`src/rtl/lattice_site_to_node_and_index_core_defines.svh`:
```
// Assertion macros shared by the lattice site decomposition RTL.
// Depends on nothing; included by files that carry assertions.
`ifndef LATTICE_SITE_TO_NODE_AND_INDEX_CORE_DEFINES_SVH
`define LATTICE_SITE_TO_NODE_AND_INDEX_CORE_DEFINES_SVH

// Assert an implication on every clock edge outside reset.
`define LSNI_ASSERT_IMP(label, clk, rst_n, ante, cons) \
    label: assert property (@(posedge clk) disable iff (!rst_n) (ante) |-> (cons)) \
        else $error("assertion failed");

// Assert an implication checked in the cycle after the antecedent, outside reset.
`define LSNI_ASSERT_NEXT(label, clk, rst_n, ante, cons) \
    label: assert property (@(posedge clk) disable iff (!rst_n) (ante) |=> (cons)) \
        else $error("assertion failed");

`endif

```
`src/rtl/lsni_pkg.sv`:
```
// Package for the lattice site decomposition core: sizes, widths, cell payload type.
// Depends on nothing.
package lsni_pkg;
    localparam int NUM_DIMS = 4;
    localparam int MAX_DIMS = 4;
    localparam int CW = 12;      // coordinate width
    localparam int SW = 7;       // size register width
    localparam int NW = 6;       // node coordinate width
    localparam int OW = 24;      // linear index width
    localparam int NUM_REGS = 8;

    localparam logic [2:0] REG_SUBGRID_0 = 3'd0;
    localparam logic [2:0] REG_MACHINE_0 = 3'd4;

    // Payload handed from one cell to the next.
    typedef struct packed {
        logic                valid;
        logic                bad;
        logic [OW-1:0]       node;
        logic [OW-1:0]       local_idx;
        logic [MAX_DIMS-1:0][NW-1:0] nc;
        logic [MAX_DIMS-1:0][CW-1:0] coord;
    } t_beat;

    // Clamp a size register: zero acts as one, above 64 acts as 64.
    function automatic logic [SW-1:0] eff_size(input logic [SW-1:0] v);
        logic [SW-1:0] r;
        begin
            r = v;
            if (v == '0) r = SW'(1);
            else if (v > SW'(64)) r = SW'(64);
            return r;
        end
    endfunction
endpackage

```
`src/rtl/lattice_site_to_node_and_index_core.sv`:
```
// Top level of the lattice site decomposition core: config registers, cell chains, output.
// Depends on lsni_pkg, lsni_divider_cell, lsni_linear_cell and the defines header.
//
// channel | direction | handshake             | payload
// item    | in        | i_start & !o_busy     | i_coord_0..3
// result  | out       | o_done strobe         | o_node_number, o_local_index, o_node_coord_0..3,
//         |           |                       | o_out_of_range
// config  | in        | i_cfg_valid & o_cfg_ready | i_cfg_index, i_cfg_data
//
// One item per cycle; o_busy is always low. A result passes one input register,
// twelve divider cells (one quotient bit each), four linearizing cells and the output
// register.
// Reset clears all valid bits and loads every size register with 1.
// The receiver cannot stall; results are never held.
`include "lattice_site_to_node_and_index_core_defines.svh"
module lattice_site_to_node_and_index_core
    import lsni_pkg::*;
(
    input  logic          i_clk,
    input  logic          i_rst_n,
    input  logic          i_start,
    output logic          o_busy,
    input  logic [CW-1:0] i_coord_0,
    input  logic [CW-1:0] i_coord_1,
    input  logic [CW-1:0] i_coord_2,
    input  logic [CW-1:0] i_coord_3,
    input  logic          i_cfg_valid,
    output logic          o_cfg_ready,
    input  logic [2:0]    i_cfg_index,
    input  logic [SW-1:0] i_cfg_data,
    output logic          o_done,
    output logic [OW-1:0] o_node_number,
    output logic [OW-1:0] o_local_index,
    output logic [NW-1:0] o_node_coord_0,
    output logic [NW-1:0] o_node_coord_1,
    output logic [NW-1:0] o_node_coord_2,
    output logic [NW-1:0] o_node_coord_3,
    output logic          o_out_of_range
);
    logic [NUM_REGS-1:0][SW-1:0]  r_cfg;
    logic [MAX_DIMS-1:0][SW-1:0]  sg, ms;
    logic [MAX_DIMS-1:0][2*SW-1:0] ext;

    assign o_busy      = 1'b0;
    assign o_cfg_ready = 1'b1;

    // Configuration registers.
    always_ff @(posedge i_clk) begin
        if (!i_rst_n) begin
            for (int i = 0; i < NUM_REGS; i++) r_cfg[i] <= SW'(1);
        end else if (i_cfg_valid) begin
            r_cfg[i_cfg_index] <= i_cfg_data;
        end
    end

    // Clamped sizes and extents, taken straight from the size registers.
    always_comb begin
        for (int d = 0; d < MAX_DIMS; d++) begin
            sg[d]  = eff_size(r_cfg[REG_SUBGRID_0 + 3'(d)]);
            ms[d]  = eff_size(r_cfg[REG_MACHINE_0 + 3'(d)]);
            ext[d] = sg[d] * ms[d];
        end
    end

    // Input register with range check; unused dimensions are zeroed.
    logic                        r_in_valid, r_in_bad;
    logic [MAX_DIMS-1:0][CW-1:0] r_in_coord, in_coord;
    logic                        in_bad;

    always_comb begin
        in_coord[0] = i_coord_0;
        in_coord[1] = i_coord_1;
        in_coord[2] = i_coord_2;
        in_coord[3] = i_coord_3;
        in_bad = 1'b0;
        for (int d = 0; d < MAX_DIMS; d++) begin
            if (d >= NUM_DIMS) in_coord[d] = '0;
            else if ((2*SW)'(in_coord[d]) >= ext[d]) in_bad = 1'b1;
        end
    end

    always_ff @(posedge i_clk) begin
        if (!i_rst_n) begin
            r_in_valid <= 1'b0;
        end else begin
            r_in_valid <= i_start && !o_busy;
        end
        r_in_coord <= in_coord;
        r_in_bad   <= in_bad;
    end

    // Divider chain: one cell per quotient bit, most significant first.
    logic [CW:0]                         dv;
    logic [CW:0]                         db;
    logic [CW:0][MAX_DIMS-1:0][CW-1:0]   drem, dquo;

    assign dv[0]   = r_in_valid;
    assign db[0]   = r_in_bad;
    assign drem[0] = r_in_coord;
    assign dquo[0] = '0;

    for (genvar k = 0; k < CW; k++) begin : g_div
        lsni_divider_cell u_cell (
            .i_clk   (i_clk),
            .i_rst_n (i_rst_n),
            .i_div   (sg),
            .i_bit   (4'(CW - 1 - k)),
            .i_valid (dv[k]),
            .i_rem   (drem[k]),
            .i_quo   (dquo[k]),
            .i_bad   (db[k]),
            .o_valid (dv[k+1]),
            .o_rem   (drem[k+1]),
            .o_quo   (dquo[k+1]),
            .o_bad   (db[k+1])
        );
    end

    // Linearizing chain, highest dimension first.
    t_beat [NUM_DIMS:0] lb;

    assign lb[0].valid     = dv[CW];
    assign lb[0].bad       = db[CW];
    assign lb[0].node      = '0;
    assign lb[0].local_idx = '0;
    assign lb[0].coord     = drem[CW];
    for (genvar d = 0; d < MAX_DIMS; d++) begin : g_nc
        assign lb[0].nc[d] = NW'(dquo[CW][d]);
    end

    for (genvar k = 0; k < NUM_DIMS; k++) begin : g_lin
        lsni_linear_cell u_cell (
            .i_clk   (i_clk),
            .i_rst_n (i_rst_n),
            .i_dim   (2'(NUM_DIMS - 1 - k)),
            .i_ms    (ms[NUM_DIMS - 1 - k]),
            .i_sg    (sg[NUM_DIMS - 1 - k]),
            .i_beat  (lb[k]),
            .o_beat  (lb[k+1])
        );
    end

    // Output register; an out-of-range item shows zeros.
    t_beat r_out;
    always_ff @(posedge i_clk) begin
        if (!i_rst_n) begin
            r_out.valid <= 1'b0;
        end else begin
            r_out.valid <= lb[NUM_DIMS].valid;
        end
        r_out.bad       <= lb[NUM_DIMS].bad;
        r_out.node      <= lb[NUM_DIMS].bad ? '0 : lb[NUM_DIMS].node;
        r_out.local_idx <= lb[NUM_DIMS].bad ? '0 : lb[NUM_DIMS].local_idx;
        r_out.nc        <= lb[NUM_DIMS].bad ? '0 : lb[NUM_DIMS].nc;
        r_out.coord     <= '0;
    end

    assign o_done         = r_out.valid;
    assign o_node_number  = r_out.node;
    assign o_local_index  = r_out.local_idx;
    assign o_node_coord_0 = r_out.nc[0];
    assign o_node_coord_1 = r_out.nc[1];
    assign o_node_coord_2 = r_out.nc[2];
    assign o_node_coord_3 = r_out.nc[3];
    assign o_out_of_range = r_out.bad;

    `LSNI_ASSERT_NEXT(a_in_to_div, i_clk, i_rst_n, i_start && !o_busy, r_in_valid)
    `LSNI_ASSERT_IMP(a_bad_zero, i_clk, i_rst_n, o_done && o_out_of_range,
        o_node_number == '0 && o_local_index == '0)
    `LSNI_ASSERT_IMP(a_good_nc, i_clk, i_rst_n, o_done && !o_out_of_range,
        o_node_coord_0 < ms[0] && o_node_coord_1 < ms[1])
endmodule

```
`src/rtl/lsni_divider_cell.sv`:
```
// One quotient-bit step of a restoring division over all dimensions.
// Depends on lsni_pkg.
module lsni_divider_cell
    import lsni_pkg::*;
(
    input  logic                          i_clk,
    input  logic                          i_rst_n,
    input  logic [MAX_DIMS-1:0][SW-1:0]   i_div,
    input  logic [3:0]                    i_bit,
    input  logic                          i_valid,
    input  logic [MAX_DIMS-1:0][CW-1:0]   i_rem,
    input  logic [MAX_DIMS-1:0][CW-1:0]   i_quo,
    input  logic                          i_bad,
    output logic                          o_valid,
    output logic [MAX_DIMS-1:0][CW-1:0]   o_rem,
    output logic [MAX_DIMS-1:0][CW-1:0]   o_quo,
    output logic                          o_bad
);
    logic                        r_valid;
    logic [MAX_DIMS-1:0][CW-1:0] r_rem, n_rem, r_quo, n_quo;
    logic                        r_bad;

    // Try subtracting the shifted divisor in every dimension.
    always_comb begin
        logic [CW+SW-1:0] sh;
        for (int d = 0; d < MAX_DIMS; d++) begin
            sh = (CW+SW)'(i_div[d]) << i_bit;
            n_rem[d] = i_rem[d];
            n_quo[d] = i_quo[d];
            if ((CW+SW)'(i_rem[d]) >= sh) begin
                n_rem[d] = i_rem[d] - CW'(sh);
                n_quo[d][i_bit] = 1'b1;
            end
        end
    end

    always_ff @(posedge i_clk) begin
        if (!i_rst_n) begin
            r_valid <= 1'b0;
        end else begin
            r_valid <= i_valid;
        end
        r_rem <= n_rem;
        r_quo <= n_quo;
        r_bad <= i_bad;
    end

    assign o_valid = r_valid;
    assign o_rem   = r_rem;
    assign o_quo   = r_quo;
    assign o_bad   = r_bad;
endmodule

```
`src/rtl/lsni_linear_cell.sv`:
```
// One Horner step of both linearizations, dimension taken from high to low.
// Depends on lsni_pkg.
module lsni_linear_cell
    import lsni_pkg::*;
(
    input  logic          i_clk,
    input  logic          i_rst_n,
    input  logic [1:0]    i_dim,
    input  logic [SW-1:0] i_ms,
    input  logic [SW-1:0] i_sg,
    input  t_beat         i_beat,
    output t_beat         o_beat
);
    t_beat r_beat, n_beat;

    // node = node*ms + nc, local = local*sg + lc.
    always_comb begin
        n_beat = i_beat;
        n_beat.node = OW'(i_beat.node * i_ms) + OW'(i_beat.nc[i_dim]);
        n_beat.local_idx = OW'(i_beat.local_idx * i_sg) + OW'(i_beat.coord[i_dim]);
    end

    always_ff @(posedge i_clk) begin
        if (!i_rst_n) begin
            r_beat.valid <= 1'b0;
        end else begin
            r_beat.valid <= n_beat.valid;
        end
        r_beat.bad       <= n_beat.bad;
        r_beat.node      <= n_beat.node;
        r_beat.local_idx <= n_beat.local_idx;
        r_beat.nc        <= n_beat.nc;
        r_beat.coord     <= n_beat.coord;
    end

    assign o_beat = r_beat;
endmodule

```
`config.mk`:
```
export PLATFORM = sky130hd
export DESIGN_NAME = lattice_site_to_node_and_index_core
export DESIGN_NICKNAME = d
export VERILOG_FILES = /design/src/rtl/lsni_pkg.sv /design/src/rtl/lattice_site_to_node_and_index_core.sv /design/src/rtl/lsni_divider_cell.sv /design/src/rtl/lsni_linear_cell.sv
export VERILOG_INCLUDE_DIRS = /design/src /design/src/rtl
export SDC_FILE = /design/constraint.sdc
export NUM_CORES = 2
export LEC_CHECK = 0
export BUFFER_PORTS_ARGS = -buffer_cell sky130_fd_sc_hd__buf_2
export CORE_MARGIN = 2
export CORE_UTILIZATION = 45
export DETAILED_ROUTE_END_ITERATION = 10
export HOLD_SLACK_MARGIN = 0.15
export PLACE_DENSITY = 0.61
export RECOVER_POWER = 50
export SLEW_MARGIN = 20
export SYNTH_ARGS = -nofsm -noshare
export SYNTH_HDL_FRONTEND = slang
export SYNTH_SLANG_ARGS = --single-unit
```
`constraint.sdc`:
```
create_clock -name i_clk -period 9.1 [get_ports i_clk]
set_input_delay 1.82 -clock i_clk [delete_from_list [all_inputs] [get_ports i_clk]]
set_output_delay 1.82 -clock i_clk [all_outputs]
set_load 0.05 [all_outputs]
```
# ---- After elaboration in Yosys (flattened, before gate mapping)
# Index checks and enable logic that the tools add are counted.
dict set report word_totals {
  reg_bits 1376
  latchBits 0
  mem_bits_rw 0
  mem_bits_ro 0
  input_bits 62
  out_inout_bits 76
  wordCells 403
  memories 0
}
dict set report op_classes {
  add_sub_neg 54
  mul 10
  div_mod_pow 0
  order_cmp 62
  eq_ne 0
  shift 0
  muxes 68
  bitwise_logic 0
  n_reduce_logical 10
}
# cell count
set op_table {}
lappend op_table {{2-to-1 mux 12 bit} 48}
lappend op_table {{subtractor 12 bit} 28}
lappend op_table {{2-to-1 mux 7 bit} 17}
lappend op_table {{greater-or-equal comparator 12 x 14 -> 1 bit} 8}
lappend op_table {{multiplier 24 x 7 -> 24 bit} 4}
lappend op_table {{adder 24 x 12 -> 24 bit} 3}
lappend op_table {{adder 24 x 6 -> 24 bit} 3}
lappend op_table {{greater-or-equal comparator 12 x 18 -> 1 bit} 4}
lappend op_table {{greater-or-equal comparator 12 x 17 -> 1 bit} 4}
lappend op_table {{greater-or-equal comparator 12 x 16 -> 1 bit} 4}
lappend op_table {{greater-or-equal comparator 12 x 15 -> 1 bit} 4}
lappend op_table {{bitwise mux 56 bit} 1}
lappend op_table {{> comparator 7 bit, second input constant} 8}
lappend op_table {{zero test 7 bit} 8}
lappend op_table {{multiplier 7 x 7 -> 14 bit} 4}
lappend op_table {{greater-or-equal comparator 12 x 13 -> 1 bit} 4}
lappend op_table {{greater-or-equal comparator 12 x 10 -> 1 bit} 4}
lappend op_table {{greater-or-equal comparator 12 x 11 -> 1 bit} 4}
lappend op_table {{greater-or-equal comparator 12 bit} 4}
lappend op_table {{greater-or-equal comparator 12 x 7 -> 1 bit} 4}
lappend op_table {{greater-or-equal comparator 12 x 8 -> 1 bit} 4}
lappend op_table {{greater-or-equal comparator 12 x 9 -> 1 bit} 4}
lappend op_table {{subtractor 12 x 10 -> 12 bit} 4}
lappend op_table {{subtractor 12 x 11 -> 12 bit} 4}
lappend op_table {{11 further kinds} 20}

# ---- Depth between registers and ports, before layout
dict set report logic_depth {
  ltp_word 6
  ltp_mapped 27
  mapped_depth_nobuf 25
}

# ---- Modules after synthesis
# Synthesis repeated with hierarchy kept, for this count alone.
dict set report unflattened {
  cells_unflattened 16130
  hier_area_um2 144198.3
}
# mod n_inst cells_per_inst area_each_um2 seq_area_each_um2
set by_module_without_submodules {}
lappend by_module_without_submodules {{lsni_divider_cell at g_div[0].u_cell ...} 11 806 6805.3 1961.9}
lappend by_module_without_submodules {{lsni_linear_cell at g_lin[1].u_cell ...} 2 1246 12355.6 2442.3}
lappend by_module_without_submodules {lattice_site_to_node_and_index_core 1 1439 12733.5 3603.5}
lappend by_module_without_submodules {{lsni_linear_cell at g_lin[3].u_cell} 1 1279 12560.8 2442.3}
lappend by_module_without_submodules {{lsni_linear_cell at g_lin[0].u_cell} 1 1257 12360.6 2442.3}
lappend by_module_without_submodules {{lsni_divider_cell at g_div[1].u_cell} 1 797 6974.2 1961.9}

# ---- Worst setup path before layout
# OpenSTA, ideal clock, no wires.
dict set report synth_path {
  kind {flip-flop to flip-flop}
  from {register r_cfg[20] in the netlist's numbering}
  to {register g_lin[1].u_cell.r_beat (netlist bit g_lin[1].u_cell.o_beat[89])}
  setup_ns 0.125
  arrival_time_ns 6.549
  t_required_ns 8.975
  path_slack_ns 2.426
  stages_incl_launch_ff 27
  path_buffers 2
  synth_period_minus_slack_ns 6.674
  cell_sequence {dfxtp_1 buf_6 inv_1 nand2_1 inv_1 clkbuf_1 nand2_1 fa_1 fa_1 inv_1 fa_1 inv_1 fa_1 inv_1 ha_1 o21a_1 o31a_1 a21oi_1 ha_1 or3_1 or3_1 a31oi_1 o21ai_0 o41ai_1 nor2_1 nand2_1 xnor2_1}
}
# item line
set synth_lines {}
lappend synth_lines {{start: declaration} lattice_site_to_node_and_index_core.sv:40} ;# logic [NUM_REGS-1:0][SW-1:0] r_cfg;
lappend synth_lines {{start signal: indexed assignment} lattice_site_to_node_and_index_core.sv:52} ;# r_cfg[i_cfg_index] <= i_cfg_data;
lappend synth_lines {{end: declaration} lsni_linear_cell.sv:14} ;# t_beat r_beat, n_beat;

# ---- Final worst setup path
dict set report layout_path {
  from {register r_cfg[20] in the netlist's numbering}
  to {register r_in_bad}
}
dict set report layout_via {
  elab_chain_cells 6
  word_cells_on_any_way 7
}
# item line
set layout_rtl {}
lappend layout_rtl {{> comparator 7 bit} lsni_pkg.sv:31} ;# else if (v > SW'(64)) r = SW'(64);
lappend layout_rtl {{2-to-1 mux 7 bit} lsni_pkg.sv:31}
lappend layout_rtl {{2-to-1 mux 7 bit (*)} lsni_pkg.sv:30} ;# if (v == '0) r = SW'(1);
lappend layout_rtl {{multiplier 7 x 7 -> 14 bit (*)} lattice_site_to_node_and_index_core.sv:61} ;# ext[d] = sg[d] * ms[d];
lappend layout_rtl {{greater-or-equal comparator 12 x 14 -> 1 bit (*)} lattice_site_to_node_and_index_core.sv:78} ;# else if ((2*SW)'(in_coord[d]) >= ext[d]) in_bad = 1'b1;
lappend layout_rtl {{OR reduction 3 bit (no line) (*)} -}
lappend layout_rtl {{end signal: assignment} lattice_site_to_node_and_index_core.sv:89} ;# r_in_bad <= in_bad;
lappend layout_rtl {{end: declaration} lattice_site_to_node_and_index_core.sv:66} ;# logic r_in_valid, r_in_bad;
# Mark *: on every way between the ends. The rest lies on a longest branch, timed or not.
# A chain may end at the register's enable or synchronous reset.

==> results.toml <==
[outcome]
status = "complete, but fails checks"
violations = "max-capacitance violations, max-slew violations"

[routing]
drt_iter0_markers = 2299
via_per_inst = 5.01
first_pass_iters = 7
postRouteAntennaNets = 0
wirelength_um = 147000
drc = 0
wl_per_cell_um = 16.0
vias = 45900

[sta]
fin_setup_tns_ns = 0
max_clock_freq_mhz = 140
slew-limit-headroom_pct = -131
setup_viol = 0
tightest_slew_ns = 3.47
drv_slew = 74
period_share_pct = 78.6
fin_ws_ns = 1.95
rsz0062_at_grt = "false"
finalCriticalPeriod_ns = 7.15
skew_ns = 0.0725
hold_violations = 0

[clock_tree]
post-cts-setup-buffers = 0
clock_latency_ns = 0.77
clock-sinks = 1181
cts_made_buffers = 121
cts.repair.resized = 0
cts_hold_buf = 0
clkTransAtPathRegs_ns = 0.07
cts_tree = "yes"
root_buffer = "clkbuf_16"
cts_max_path_buffers = 3
htree_levels = 3

[floorplan]
fp.coreArea_mm2 = 0.150
fp.dieH_um = 393
num_rows = 142
dieArea_mm2 = 0.154
die_x_um = 393
start_util_pct = 45.4
num_io_pins = 138

[placed_design]
hpwl_um = 114000
placed_area_mm2 = 0.0710
gp_congestion = 0.876
dp_worst_setup_slack_ns = 1.92
io_buffers = 135

[worst_setup_path]
setup.worst_path.class = "flop to flop"
worst_path_max_delay_cell = "nor2b_1"
crit_path_end_kind = "flop"
slowest_delay_ns = 0.78
crit_fanout = 17
crit_path_start_kind = "flop"
critPathRequiredTime_ns = 9.74
worstPathCellList = "buf_4 -> nor2b_1 -> inv_1 -> nor2_1 -> fa_1 -> ha_1 -> inv_1 -> fa_1 -> fa_1 -> inv_1 -> ha_1 -> nand2_1 -> o21ai_0 -> nor4_1 -> nor3_1 -> a41o_1 -> nor2_1 -> xor2_1 -> ha_1 -> o2111ai_1 -> a21oi_1 -> o311ai_1 -> buf_4 -> o2111ai_1"
r2r_slack_ns = 1.95
cp.arrival_ns = 7.79

[yosys]
synth_cells = 6875
synth-simple-area-share_pct = 15.4
synth_warnings = 0
synth_nets = 8194
synth_xor_area_share_pct = 4.87
ys_ff_latch = 1181
ys_async_sr_fraction_pct = 0
synth_edf_count = 0
synthMuxAreaShare_pct = 1.67
synth_top_family_by_area = "adder cells"
yosys.area_share.adder_pct = 29.5
synth_flop_cell = "dfxtp_1"
yosysSeqAreaShare_pct = 34.8
synth-compound-area-share_pct = 8.55
avgSynthCellArea_um2 = 9.89
syn_area_mm2 = 0.0680
ys_types = 84

[job]
maxCapViolations = 1

[power]
peakVddDrop_uv = 210
powerDensity_mw_per_mm2 = 282
p_leak_nw = 33.7

[hold_path]
holdCritPathClass = "flop to flop"

[global_routing]
overflow = 0
track_usage_pct = 19.5
grt_pass1_wl_um = 243000
grt_max_degree = 75
antenna_found_initial = 10
grt_pass1_vias = 47000

[cells_and_area]
final_layout_size_suffix_gt1_share_pct = 6.69
nets = 8358
design_area_mm2 = 0.0754
area_growth_syn_to_layout_pct = 10.9
## stage by stage
stage / utilization [%] / cells / hold slack (ns) / power, mW
2_1_floorplan: - / 6875 / 0.310 / 14.0
3_3_place_gp: 47.4 / 8931 / 0.310 / 15.8
3_5_place_dp: 47.4 / 8931 / 0.312 / 16.0
4_1_cts: 50.3 / 9157 / 0.324 / 21.5
6_report: 50.3 / 9160 / 0.323 / 21.3
5_1_grt: 50.3 / 9160 / 0.329 / 23.0
## power by group
part	leakage, nW	switching, mW	internal (mW)
clock	2.15	2.16	3.19
sequential	9.85	0.999	6.70
combinational	21.7	4.40	3.84
total	33.7	7.56	13.7
## synth_stat cells, drive strengths merged, types with 36 or more instances
library cell	instances	area share (%)
nor2	374	2.1
fa	572	17
and2	424	3.9
xnor2	258	3.3
o21a	45	0.50
o21ai	214	1.6
ha	685	13
a21o	99	1.1
mux2i	36	0.53
clkbuf	118	0.65
nand2	692	3.8
a21boi	75	0.83
nor2b	173	1.6
mux2	69	1.1
inv	786	4.3
nand2b	77	0.73
nand3	64	0.47
xor2	120	1.5
dfxtp	1181	35
nor3	85	0.63
a21oi	275	2.1
o21bai	43	0.47
nor4	68	0.63
## layout by cell type (no fill, tap or decap), types with 69 or more instances in the layout
cell type	Yosys	routed
a21oi_1	266	266
inv_1	786	786
o21ai_0	206	206
clkbuf_16	0	122
xor2_1	120	120
a21o_1	99	99
nand2_1	692	692
a21boi_0	74	74
mux2_2	69	69
nor2b_1	173	164
ha_1	685	685
fa_1	572	572
nor2_1	369	367
nand2b_1	75	75
nor3_1	85	85
xnor2_1	258	258
buf_2	4	87
and2_1	424	424
dfxtp_1	1181	1180
## per-layer routing
layer | wire length, µm | global-route usage (%) | vias to the layer above
li1 | - | - | 22800
met1 | 66400 | 25.0 | 22000
met2 | 69800 | 33.3 | 849
met3 | 6470 | 3.22 | 257
met4 | 4250 | 5.99 | 10
met5 | 69 | 0 | -
## logic make-up after synthesis
logic type / after synthesis
AOI/OAI and AO/OA: 919
DFF: 1181
adders and majority gates: 1263
xor gates and xnor gates: 378
other: 2
buffers and inverters: 929
muxes: 105
and+or+nand+nor: 2098
## path summary, 6_finish.rpt
check                            startpoint                          to  cells after the start
setup / recovery                  r_cfg[20]                    r_in_bad                     24
hold / removal    g_div[9].u_cell.o_quo[16]  g_div[10].u_cell.o_quo[16]                      0
setup reg to reg                  r_cfg[20]                    r_in_bad                     24
hold reg to reg   g_div[9].u_cell.o_quo[16]  g_div[10].u_cell.o_quo[16]                      0
## critical path, delay by kind of cell (launching register included)
family	cells	cell delay, ns
adders and majority gates	6	2.38
and+or+nand+nor	6	1.51
buffers and inverters	5	1.30
AOI/OAI and AO/OA	6	1.13
DFF	1	0.51
xor gates and xnor gates	1	0.14
## area by class of cell
| cell class | instances | area, µm² |
|---|---|---|
| clock inverters | 71 | 1030 |
| multi-input cells | 4765 | 40900 |
| flip-flops and latches | 1181 | 23600 |
| diodes | 2 | 5.00 |
| repair buffers | 183 | 972 |
| fillers | 13800 | 74500 |
| inverters | 787 | 2950 |
| clock buffers | 155 | 3410 |
| well taps | 2016 | 2520 |
## state kept, by name (all words and copies together), names as in the netlist, 12 cells and up
| signal | flops |
|---|---|
| drem | 48 |
| g_div.u_cell.o_bad | 12 |
| g_div.u_cell.o_quo | 84 |
| g_div.u_cell.o_rem | 576 |
| g_div.u_cell.o_valid | 12 |
| g_lin.u_cell.o_beat | 317 |
| o_local_index | 24 |
| o_node_number | 24 |
| r_cfg | 56 |
Note: power is estimated with default switching activity, not from simulation.
